## src/rtl/core/register_scoreboard_hazard_check_core_assert.svh

```systemverilog
// Assertion macros shared by the scoreboard modules.
`ifndef REGISTER_SCOREBOARD_HAZARD_CHECK_CORE_ASSERT_SVH
`define REGISTER_SCOREBOARD_HAZARD_CHECK_CORE_ASSERT_SVH

`ifndef SYNTH
// Same-cycle implication
`define RSHC_ASSERT_IMP(lbl, ck, rs, ante, cons) \
  lbl: assert property (@(posedge ck) disable iff (rs) (ante) |-> (cons)) \
    else $error("rshc assertion failed");
// Next-cycle implication
`define RSHC_ASSERT_NXT(lbl, ck, rs, ante, cons) \
  lbl: assert property (@(posedge ck) disable iff (rs) (ante) |=> (cons)) \
    else $error("rshc assertion failed");
`else
`define RSHC_ASSERT_IMP(lbl, ck, rs, ante, cons)
`define RSHC_ASSERT_NXT(lbl, ck, rs, ante, cons)
`endif

`endif

```

## src/rtl/core/rshc_pkg.sv

```systemverilog
`default_nettype none

package rshc_pkg;

  localparam int REG_IDX_W = 5;
  localparam int CODE_W    = 8;

  // Operation codes
  localparam logic OP_CHECK = 1'b0;
  localparam logic OP_CLEAR = 1'b1;

  // Instruction formats
  localparam logic [2:0] ENC_R  = 3'd0;
  localparam logic [2:0] ENC_R4 = 3'd1;
  localparam logic [2:0] ENC_I  = 3'd2;
  localparam logic [2:0] ENC_S  = 3'd3;
  localparam logic [2:0] ENC_B  = 3'd4;
  localparam logic [2:0] ENC_U  = 3'd5;
  localparam logic [2:0] ENC_J  = 3'd6;

  typedef struct packed {
    logic                 op;
    logic [2:0]           encoding;
    logic [REG_IDX_W-1:0] rd;
    logic [REG_IDX_W-1:0] rs1;
    logic [REG_IDX_W-1:0] rs2;
    logic [REG_IDX_W-1:0] rs3;
    logic                 dst_is_float;
    logic                 src_is_float;
    logic                 long_latency;
    logic [CODE_W-1:0]    type_code;
  } item_t;

  typedef struct packed {
    logic              stall_res;
    logic [CODE_W-1:0] stall_type;
  } result_t;

  typedef enum logic [1:0] {
    ST_IDLE,
    ST_READ,
    ST_CHECK,
    ST_FINISH
  } ctl_state_t;

  typedef enum logic [1:0] {
    SEL_RD,
    SEL_RS1,
    SEL_RS2,
    SEL_RS3
  } reg_sel_t;

  // One checked register: which file and which index field
  typedef struct packed {
    logic     use_dst;
    reg_sel_t sel;
  } slot_t;

  // Controller to datapath
  typedef struct packed {
    logic       load;
    logic       read;
    logic [1:0] slot;
    logic       check;
    logic       finish;
  } ctl_cmd_t;

  // Datapath to controller
  typedef struct packed {
    logic       op;
    logic [2:0] nslots;
    logic       hit;
  } dp_status_t;

  // Number of registers a format checks
  function automatic logic [2:0] slot_count(input logic [2:0] enc);
    logic [2:0] n;
    case (enc)
      ENC_R:          n = 3'd3;
      ENC_R4:         n = 3'd4;
      ENC_I, ENC_S:   n = 3'd2;
      ENC_B:          n = 3'd2;
      ENC_U, ENC_J:   n = 3'd1;
      default:        n = 3'd0;
    endcase
    return n;
  endfunction

  // Register checked at a given position, in check order
  function automatic slot_t slot_lookup(input logic [2:0] enc, input logic [1:0] pos);
    slot_t s;
    s = '{use_dst: 1'b1, sel: SEL_RD};
    case (enc)
      ENC_R, ENC_R4, ENC_I: begin
        case (pos)
          2'd0:    s = '{use_dst: 1'b1, sel: SEL_RD};
          2'd1:    s = '{use_dst: 1'b0, sel: SEL_RS1};
          2'd2:    s = '{use_dst: 1'b0, sel: SEL_RS2};
          default: s = '{use_dst: 1'b0, sel: SEL_RS3};
        endcase
      end
      ENC_S: begin
        // store: rs2 is looked up in the destination file first
        if (pos == 2'd0) s = '{use_dst: 1'b1, sel: SEL_RS2};
        else             s = '{use_dst: 1'b0, sel: SEL_RS1};
      end
      ENC_B: begin
        if (pos == 2'd0) s = '{use_dst: 1'b0, sel: SEL_RS1};
        else             s = '{use_dst: 1'b0, sel: SEL_RS2};
      end
      default: s = '{use_dst: 1'b1, sel: SEL_RD};
    endcase
    return s;
  endfunction

endpackage

`default_nettype wire

```

## src/rtl/core/register_scoreboard_hazard_check_core.sv

```systemverilog
// Register scoreboard for an issue stage: pending type codes for the integer
// and float register files.
// Input: a word on item is taken at a clock edge where start is high and busy
// is low. op selects a hazard check (with issue on no hazard) or a clear of
// one register's entry.
// Output: one result word per input word, shown on result for a single cycle
// while done is high. The receiver cannot stall; it must take it then.
// For a check, each looked-up register (k = 1..4 by format) takes one read
// of the single code-memory read port, then a compare; the walk stops at the
// first nonzero code. Finish follows and raises done. A clear or an unused
// format goes from the read state straight to finish. busy stays high through
// the done cycle, so no new word is taken while one is in flight.
// Table state is written in the done cycle, before the next word is read.
// Reset (rst, synchronous): all pending codes read as zero at once through
// per-entry valid bits; no clearing pass is needed.
`default_nettype none

module register_scoreboard_hazard_check_core #(
  parameter int NUM_REGS = 32
) (
  input  logic                     clk,
  input  logic                     rst,
  input  logic                     start,
  output logic                     busy,
  input  rshc_pkg::item_t          item,
  output logic                     done,
  output rshc_pkg::result_t        result
);

  rshc_pkg::ctl_cmd_t   cmd;
  rshc_pkg::dp_status_t status;

  rshc_ctrl u_ctrl (
    .clk    (clk),
    .rst    (rst),
    .start  (start),
    .busy   (busy),
    .done   (done),
    .status (status),
    .cmd    (cmd)
  );

  rshc_dpath #(
    .NUM_REGS (NUM_REGS)
  ) u_dpath (
    .clk    (clk),
    .rst    (rst),
    .item   (item),
    .cmd    (cmd),
    .status (status),
    .result (result)
  );

endmodule

`default_nettype wire

```

## src/rtl/core/rshc_ctrl.sv

```systemverilog
`default_nettype none

`include "register_scoreboard_hazard_check_core_assert.svh"

module rshc_ctrl (
  input  logic                clk,
  input  logic                rst,
  input  logic                start,
  output logic                busy,
  output logic                done,
  input  rshc_pkg::dp_status_t status,
  output rshc_pkg::ctl_cmd_t  cmd
);

  rshc_pkg::ctl_state_t state, state_next;
  logic [1:0] slot, slot_next;

  // state and slot counter
  always_ff @(posedge clk) begin
    if (rst) begin
      state <= rshc_pkg::ST_IDLE;
      slot  <= 2'd0;
    end else begin
      state <= state_next;
      slot  <= slot_next;
    end
  end

  // next state and commands
  always_comb begin
    state_next = state;
    slot_next  = slot;
    cmd        = '0;
    cmd.slot   = slot;
    case (state)
      rshc_pkg::ST_IDLE: begin
        if (start) begin
          cmd.load   = 1'b1;
          slot_next  = 2'd0;
          state_next = rshc_pkg::ST_READ;
        end
      end
      rshc_pkg::ST_READ: begin
        // clear words and unused formats skip the lookups
        if (status.op == rshc_pkg::OP_CLEAR || status.nslots == 3'd0) begin
          state_next = rshc_pkg::ST_FINISH;
        end else begin
          cmd.read   = 1'b1;
          state_next = rshc_pkg::ST_CHECK;
        end
      end
      rshc_pkg::ST_CHECK: begin
        cmd.check = 1'b1;
        if (status.hit || ({1'b0, slot} + 3'd1) == status.nslots) begin
          state_next = rshc_pkg::ST_FINISH;
        end else begin
          slot_next  = slot + 2'd1;
          state_next = rshc_pkg::ST_READ;
        end
      end
      rshc_pkg::ST_FINISH: begin
        cmd.finish = 1'b1;
        state_next = rshc_pkg::ST_IDLE;
      end
      default: state_next = rshc_pkg::ST_IDLE;
    endcase
  end

  assign busy = (state != rshc_pkg::ST_IDLE);
  assign done = (state == rshc_pkg::ST_FINISH);

  `RSHC_ASSERT_NXT(a_busy_after_accept, clk, rst, start && !busy, busy)
  `RSHC_ASSERT_NXT(a_single_done, clk, rst, done, !done)
  `RSHC_ASSERT_IMP(a_check_after_read, clk, rst, state == rshc_pkg::ST_CHECK, $past(state) == rshc_pkg::ST_READ)

endmodule

`default_nettype wire

```

## src/rtl/core/rshc_dpath.sv

```systemverilog
`default_nettype none

`include "register_scoreboard_hazard_check_core_assert.svh"

module rshc_dpath #(
  parameter int NUM_REGS = 32
) (
  input  logic                 clk,
  input  logic                 rst,
  input  rshc_pkg::item_t      item,
  input  rshc_pkg::ctl_cmd_t   cmd,
  output rshc_pkg::dp_status_t status,
  output rshc_pkg::result_t    result
);

  localparam int AW        = $clog2(NUM_REGS);
  localparam int XW        = (AW > rshc_pkg::REG_IDX_W) ? AW : rshc_pkg::REG_IDX_W;
  localparam int MEM_DEPTH = 2 * (1 << AW);

  rshc_pkg::item_t   item_q;
  logic [rshc_pkg::CODE_W-1:0] stall_type;

  // pending codes: float file in the upper half
  logic [rshc_pkg::CODE_W-1:0] mem [MEM_DEPTH];
  logic [MEM_DEPTH-1:0]        valid, valid_next;

  rshc_pkg::slot_t             rslot;
  logic                        rfile;
  logic [rshc_pkg::REG_IDX_W-1:0] ridx;
  logic [XW-1:0]               ridx_ext, rd_ext;
  logic [AW:0]                 raddr, waddr;
  logic                        rinrange, rd_inrange;
  logic [rshc_pkg::CODE_W-1:0] rd_data_q, code;
  logic                        rd_hit_q;
  logic                        issue, wr_en, clr0;
  logic [rshc_pkg::CODE_W-1:0] wdata;

  // latched word
  always_ff @(posedge clk) begin
    if (cmd.load) item_q <= item;
  end

  // lookup address for the current slot
  always_comb begin
    rslot = rshc_pkg::slot_lookup(item_q.encoding, cmd.slot);
    rfile = rslot.use_dst ? item_q.dst_is_float : item_q.src_is_float;
    case (rslot.sel)
      rshc_pkg::SEL_RD:  ridx = item_q.rd;
      rshc_pkg::SEL_RS1: ridx = item_q.rs1;
      rshc_pkg::SEL_RS2: ridx = item_q.rs2;
      rshc_pkg::SEL_RS3: ridx = item_q.rs3;
      default:           ridx = item_q.rd;
    endcase
    ridx_ext = XW'(ridx);
    raddr    = {rfile, ridx_ext[AW-1:0]};
    rinrange = (32'(ridx) < NUM_REGS);
  end

  // write side, used at finish
  always_comb begin
    rd_ext     = XW'(item_q.rd);
    waddr      = {item_q.dst_is_float, rd_ext[AW-1:0]};
    rd_inrange = (32'(item_q.rd) < NUM_REGS);
    issue      = cmd.finish && item_q.op == rshc_pkg::OP_CHECK && stall_type == '0;
    clr0       = issue;
    if (item_q.op == rshc_pkg::OP_CLEAR) begin
      wr_en = cmd.finish && rd_inrange;
      wdata = '0;
    end else begin
      wr_en = issue && rd_inrange && item_q.long_latency &&
              item_q.encoding != rshc_pkg::ENC_B && item_q.encoding != rshc_pkg::ENC_S;
      wdata = item_q.type_code;
    end
  end

  // valid bits: entry 0 of the integer file is zeroed first, then the record
  always_comb begin
    valid_next = valid;
    if (clr0) valid_next[0] = 1'b0;
    if (wr_en) valid_next[waddr] = 1'b1;
  end

  always_ff @(posedge clk) begin
    if (rst) valid <= '0;
    else     valid <= valid_next;
  end

  // code memory with registered read
  always_ff @(posedge clk) begin
    if (wr_en) mem[waddr] <= wdata;
    if (cmd.read) begin
      rd_data_q <= mem[raddr];
      rd_hit_q  <= valid[raddr] && rinrange;
    end
  end

  assign code = rd_hit_q ? rd_data_q : '0;

  // first nonzero code found
  always_ff @(posedge clk) begin
    if (cmd.load) stall_type <= '0;
    else if (cmd.check && code != '0) stall_type <= code;
  end

  assign status.op     = item_q.op;
  assign status.nslots = rshc_pkg::slot_count(item_q.encoding);
  assign status.hit    = (code != '0);

  assign result.stall_res  = (stall_type != '0);
  assign result.stall_type = stall_type;

  `RSHC_ASSERT_IMP(a_check_follows_read, clk, rst, cmd.check, $past(cmd.read))
  `RSHC_ASSERT_IMP(a_clear_no_stall, clk, rst, cmd.finish && item_q.op == rshc_pkg::OP_CLEAR, !result.stall_res)

endmodule

`default_nettype wire
```

## config.mk

```make
export PLATFORM = sky130hd
export DESIGN_NAME = register_scoreboard_hazard_check_core
export DESIGN_NICKNAME = d
export VERILOG_FILES = /design/src/rtl/core/rshc_pkg.sv /design/src/rtl/core/register_scoreboard_hazard_check_core.sv /design/src/rtl/core/rshc_ctrl.sv /design/src/rtl/core/rshc_dpath.sv
export VERILOG_INCLUDE_DIRS = /design/src /design/src/rtl/core
export SDC_FILE = /design/constraint.sdc
export NUM_CORES = 1
export LEC_CHECK = 0
export ABC_AREA = 1
export BUFFER_PORTS_ARGS = -buffer_cell sky130_fd_sc_hd__buf_2
export CORE_ASPECT_RATIO = 1.5
export CORE_UTILIZATION = 33
export CTS_CLUSTER_DIAMETER = 150
export DETAILED_ROUTE_END_ITERATION = 12
export GPL_TIMING_DRIVEN = 0
export PLACE_DENSITY = 0.55
export SYNTH_ARGS = -nofsm -noshare
export SYNTH_HDL_FRONTEND = slang
export SYNTH_SLANG_ARGS = --single-unit
```

## constraint.sdc

```tcl
create_clock -name clk -period 4.45 [get_ports clk]
set_clock_uncertainty 0.05 [all_clocks]
set_input_delay 0.2225 -clock clk [delete_from_list [all_inputs] [get_ports clk]]
set_output_delay 0.2225 -clock clk [all_outputs]
set_load 0.05 [all_outputs]
```

==> metrics, run 1 <==
outcome=finished clean; min-delay worst type=in -> reg; TNS Setup=0 ps; DR iter-0 viols=between 1000 and 1500; Antenna Cells=0; die area=0.0853 sq mm; hold path depth=2; vias per cell=around 4.8; detailed placement HPWL=a little under 60000 microns; FILL cells=roughly 8200; combinational fraction of design power=23.2%; Fin. Hold Viols=0; Die Y=approximately 360 microns; Max Root-Sink Buffers=3; Final Cycle Share=a little over nine tenths; most frequent cell after synthesis=nand3_1; area leader, netlist=edfxtp_1; Synth Flop Type=edfxtp_1; Syn-to-layout area delta=15.6%; slowest stage delay, CP=~470 ps; Sw Share=between 30% and 40%; # Post-CTS Setup Buffers=0; area of the multi-input gates=about 0.007 sq mm; gpl congestion=0.957; Pint=10.4 mW; synthesized area=between 0.02 and 0.03 sq mm; core area=around 0.083 sq mm; global-route wire length before repair=about 120000 microns; top cells by instance count after synthesis=nand3_1, nand2_1, edfxtp_1; starting density of the core=about 34%; Syn Inst Count=roughly 2800; Post-synth EDFFs=556; post-detailed-route wirelength per cell=a little over 20 microns; aggregate routed wire length=83600 microns; CTS buffer count=between 50 and 60; largest net degree at the start of global routing=35; total number of yosys warnings=0; unrepaired setup endpoints after global routing=false; row count=129; Max Clk Rate=approximately 240 MHz; nets=about 3000; share of layout cells above drive strength 1=8.60%; H-tree levels=2; P_sw=just under 5 mW; post-synthesis sequential area ratio=between 60% and 70%; DP Cell Count=3947; Critical Path Fanout Max=10; CP arrival=4520 ps; Slew @ Worst Pin=between 1000 and 1500 ps; crit end category=flop; Critical R2R Launch=u_ctrl.slot[0]; final hold slack=about 250 ps; total gr overflow=0; most used cell, CP=nand3_1; WP data required=around 4700 ps; I/O Buffers=between 40 and 50; normalized max-slew margin=between 20 and 25%; min-delay src=item[0]; Routed Antenna Nets=0; top post-synthesis cells by area=edfxtp_1, nand3_1, nand2_1, inv_1, dfxtp_1; TritonCTS clock tree=done; critical path class=reg -> reg; RR Endpoint=u_dpath.rd_data_q[2]; LEAKAGE=~13 nW; post-synthesis async set-or-reset flop share=0%; Slew Viols, Final=0; library cells used by synthesis=31; Worst VDD drop=between 0.3 and 0.4 mV; clock period minus worst slack=4230 ps; max cap viols=0; CP max-delay cell=nand2_1; power per cell area=between 400 and 500 mW/mm^2; vias in the first global route=approximately 19000; chip width=roughly 240 microns; share of the synthesized area in the top cell type=60.1%; sequential share of power=a little over two fifths; Avg Cell Area, Syn=between 10 and 15 sq um; number of remaining DRC errors=0; IO Pins=just under 50; WHS Endpoint=u_dpath.item_q[0]; Sink Count=between 600 and 700; root buffer cell=clkbuf_16; initial antenna violation count=0; Yosys reg bits=between 600 and 700; FF+latch area=about 0.018 sq mm; Tot GR Track Use=around 20%; Vias=between 15000 and 20000; final setup fails=0; startpoint types=flop; Worst setup startpoint=u_ctrl.slot[0]; R2R Setup Slk=220 ps; Clk pwr share=around a third; CP Cell Sequence=inv_1 -> ha_1 -> inv_1 -> nand3_1 -> nand3_2 -> inv_2 -> nor2_1 -> nand2_1 -> nand3_1 -> nand2_1 -> inv_2 -> clkbuf_2 -> nand3_1 -> nand3_1 -> nand3_1 -> nand3_1 -> nand2_1; final cell count without fillers=~4000; drt first pass iters=5; Synthesized Nets=between 2000 and 3000; worst skew pair latency=620 ps; Clock transition at path regs=70 ps; worst reg2reg path depth=17
## sequential cells by signal, summed over array words and instances (netlist names)
name                flops
u_dpath.rd_hit_q        1
u_dpath.rd_data_q       8
u_dpath.mem           512
u_dpath.stall_type      8
u_dpath.item_q         29
u_dpath.status          1
u_ctrl.slot             2
u_ctrl.state            2
u_dpath.rd_ext          5
u_dpath.valid          64
## stage by stage
step / total power, mW / util, % / area [sq um] / setup WS, ps
final: 15.3 / 38.8 / 32100 / 222
after floorplan: 8.76 / - / 27800 / 1510
after detailed placement: 10.2 / 36.0 / 29800 / 139
after global placement: 10.2 / 35.5 / 29400 / -2120
after global routing: 15.8 / 38.8 / 32100 / 68.3
after CTS: 15.3 / 38.8 / 32100 / 111
## kinds of logic (layout without fill, tap and decap cells)
family                   Yosys count  count (layout)  share of synthesized area [%]
AND/OR/NAND/NOR                 1341            1341                           21.7
buffers and inverters            692             899                           9.96
flip-flops                       632             632                           65.6
AO/OA/AOI/OAI                    101             101                           2.49
adder cells (fa/ha/maj)            4               4                          0.180
XOR/XNOR                           1               1                         0.0316
## worst max path at each step
stage                            endpoint  cells past startpoint
CTS                  u_dpath.rd_data_q[0]                     17
detailed placement   u_dpath.rd_data_q[0]                     17
global route         u_dpath.rd_data_q[0]                     16
finish               u_dpath.rd_data_q[2]                     17
global placement       u_dpath.mem[20][2]                      2
floorplan           u_dpath.stall_type[4]                      6
## metal layers
metal	GRT usage (%)	share of wire, %
met4	12.3	6.6
met1	21.2	36
met2	36.7	53
met5	0	0
met3	1.94	4.4
## cells in the final DEF, fill, tap and decap left out, types with 16 or more instances in the layout
cell type / count
dfxtp_1: 76
clkbuf_1: 65
dlygate4sd3_1: 37
nor2_1: 87
o21a_1: 65
clkbuf_16: 58
nand2_1: 563
clkbuf_8: 17
o21ai_0: 16
nand3_1: 621
inv_1: 549
edfxtp_1: 556
nand3b_1: 36
buf_2: 98
## worst max-delay path, delay by kind of cell, from the launching register on
kind / cells / cell delay [ps]
adders and majority gates: 1 / 280
and+or+nand+nor: 11 / 2050
buffers and inverters: 5 / 1070
DFF: 1 / 460
## timing repair
action,CTS,global route
resized for setup,0,4
endpoints found under the hold margin,43,0
hold buffers,37,0
endpoints found under the setup margin,0,6
## layout make-up
type / instances / share of cell area (%)
tap: 1113 / 4.34
timing repair buffer: 100 / 2.93
sequential: 632 / 56.7
multi-input combinational: 1447 / 21.3
inverter: 559 / 6.54
clock inverter: 21 / 0.663
buffer: 133 / 2.09
clock buffer: 86 / 5.38
## power by group through the flow
stage                     Sequential [mW]  Clock, mW  Combinational [mW]
after floorplan                      6.80          0                1.96
after CTS                            6.62       5.18                3.53
after detailed placement             6.75          0                3.49
after global placement               6.78          0                3.40
final                                6.62       5.14                3.54
after global routing                 6.62       5.39                3.78
No activity file was read; power rests on OpenSTA's default activity.
==> inputs of run 2 (changes only) <==
--- a/config.mk
+++ b/config.mk
@@ -9,11 +9,11 @@
 export ABC_AREA = 1
 export BUFFER_PORTS_ARGS = -buffer_cell sky130_fd_sc_hd__buf_2
 export CORE_ASPECT_RATIO = 1.5
-export CORE_UTILIZATION = 33
+export CORE_UTILIZATION = 45
 export CTS_CLUSTER_DIAMETER = 150
 export DETAILED_ROUTE_END_ITERATION = 12
 export GPL_TIMING_DRIVEN = 0
-export PLACE_DENSITY = 0.55
+export PLACE_DENSITY = 0.68
 export SYNTH_ARGS = -nofsm -noshare
 export SYNTH_HDL_FRONTEND = slang
 export SYNTH_SLANG_ARGS = --single-unit
==> metrics, run 2 (same netlist as run 1, synthesis figures left out) <==
Antenna Cells=0; WHS Endpoint=u_dpath.item_q[0]; outcome=finished clean; post-detailed-route wirelength per cell=~21 microns; Final Cycle Share=a little over nine tenths; hold path depth=2; Pint=10.5 mW; crit end category=flop; I/O Buffers=48; Largest Register=u_dpath.mem; critical path class=reg -> reg; normalized max-slew margin=between 20% and 30%; global-route wire length before repair=about 120000 microns; DR iter-0 viols=roughly 1900; min-delay worst type=in -> reg; Critical R2R Launch=u_ctrl.slot[0]; Fin. Hold Viols=0; detailed placement HPWL=56500 microns; die area=between 0.06 and 0.07 sq mm; drt first pass iters=6; Vias=just over 20000; unrepaired setup endpoints after global routing=false; combinational fraction of design power=~23%; power per cell area=about 480 mW/mm^2; Slew @ Worst Pin=between 1000 and 1500 ps; number of remaining DRC errors=0; Core Util, Final=roughly half; CP arrival=~4700 ps; max FFs per register=slightly above 500; Critical Path Fanout Max=10; core area=a little over 0.06 sq mm; RR Endpoint=u_dpath.rd_data_q[0]; IO Pins=49; vias in the first global route=slightly below 20000; final hold slack=about 280 ps; Die Y=306 microns; P_sw=between 4 and 5 mW; max cap viols=0; most common cell after layout, fill and taps aside=nand3_1; Syn-to-layout area delta=14.1%; Worst VDD drop=about 0.46 mV; worst reg2reg path depth=17; startpoint types=flop; Max Clk Rate=roughly 230 MHz; Routed Antenna Nets=0; initial antenna violation count=0; Tot GR Track Use=between 20 and 30%; TritonCTS clock tree=done; Largest regs=u_dpath.mem: 512 flops, u_dpath.valid: 64 flops, u_dpath.item_q: 29 flops; hold buffer count at CTS=37; Clk pwr share=between 30% and 40%; R2R Setup Slk=90 ps; CTS buffer count=55; Max Root-Sink Buffers=3; starting density of the core=45.4%; WP data required=roughly 4800 ps; chip width=around 200 microns; root buffer cell=clkbuf_16; final setup fails=0; Sw Share=between 30% and 40%; vias per cell=~5.4; sequential share of power=43.6%; total gr overflow=0; share of layout cells above drive strength 1=8.21%; H-tree levels=2; most frequent cells in the layout=nand3_1, nand2_1, edfxtp_1; largest net degree at the start of global routing=40; row count=around 110; # Post-CTS Setup Buffers=0; worst skew pair latency=610 ps; Worst setup startpoint=u_ctrl.slot[0]; Sink Count=632; Clock transition at path regs=~70 ps; Slew Viols, Final=0; PostCTS Resize Cnt=0; clock period minus worst slack=~4400 ps; min-delay src=item[0]; nets=2970; aggregate routed wire length=between 80000 and 90000 microns; FILL cells=about 5300; LEAKAGE=13.3 nW; gpl congestion=0.998
## run 2: changes by cell type in the layout (fill, tap and decap cells not counted)
cell | previous run | this run
inv_6 | 2 | 0
clkbuf_16 | 58 | 57
clkbuf_1 | 65 | 68
clkinv_1 | 3 | 6
clkbuf_8 | 17 | 6
buf_12 | 11 | 9
clkbuf_2 | 2 | 0
buf_16 | 4 | 6
clkinv_2 | 12 | 11
bufinv_16 | 4 | 9
## run 2: power by group through the flow
stage | clock network (mW) | registers (mW) | logic [mW]
2_1_floorplan | 0 | 6.80 | 1.96
3_3_place_gp | 0 | 6.77 | 3.23
3_5_place_dp | 0 | 6.75 | 3.35
4_1_cts | 5.12 | 6.62 | 3.39
5_1_grt | 5.33 | 6.62 | 3.66
6_report | 5.11 | 6.62 | 3.45
## run 2: cell type report
type                       instances  area, sq um  area share, %
clock inverter                    26          352           1.11
clock buffer                      75         1550           4.91
timing repair buffer             100          956           3.02
sequential                       632        18200           57.5
multi-input combinational       1447         6840           21.6
tap                              791          990           3.12
inverter                         559         2100           6.62
buffer                           133          667           2.11
## run 2: critical path: stages (launching register included)
cell,delay [ps]
dfxtp_1,490
inv_1,120
ha_1,280
inv_1,80
nand3_1,80
nand3_2,200
inv_2,90
nor2_1,230
nand2_1,80
nand3_1,90
nand2_1,330
inv_2,450
clkbuf_1,600
nand3_1,220
nand3_1,150
nand3_1,200
nand3_1,230
nand2_1,110
## run 2: layer usage
metal  global-route usage, %  up-vias  routed length (microns)
met5                       0        -                        0
met2                    44.8      936                    40300
li1                        -     9377                        -
met1                    29.1     9645                    29000
met4                    18.0        0                     6250
met3                    3.40      261                     5170
## run 2: per-stage QoR
stage / instance area, sq um / cells / setup WS (ps) / power [mW] / TNS (ps)
2_1_floorplan: 27800 / 2771 / 1510 / 8.76 / 0
3_5_place_dp: 29400 / 3625 / 269 / 10.1 / 0
4_1_cts: 31700 / 3763 / 210 / 15.1 / 0
6_report: 31700 / 3763 / 88.3 / 15.2 / 0
3_3_place_gp: 29000 / 3610 / -1620 / 10.0 / -655000
5_1_grt: 31700 / 3763 / 56.8 / 15.6 / 0
## run 2: how the worst max path moves through the flow
| stage | end | slack, ps | cells after the start |
|---|---|---|---|
| 2_1_floorplan | u_dpath.stall_type[4] | 1510 | 6 |
| 3_3_place_gp | u_dpath.mem[46][3] | -1620 | 2 |
| 3_5_place_dp | u_dpath.rd_data_q[0] | 270 | 17 |
| 4_1_cts | u_dpath.rd_data_q[0] | 210 | 17 |
| 5_1_grt | u_dpath.rd_data_q[0] | 60 | 17 |
| 6_report | u_dpath.rd_data_q[0] | 90 | 17 |
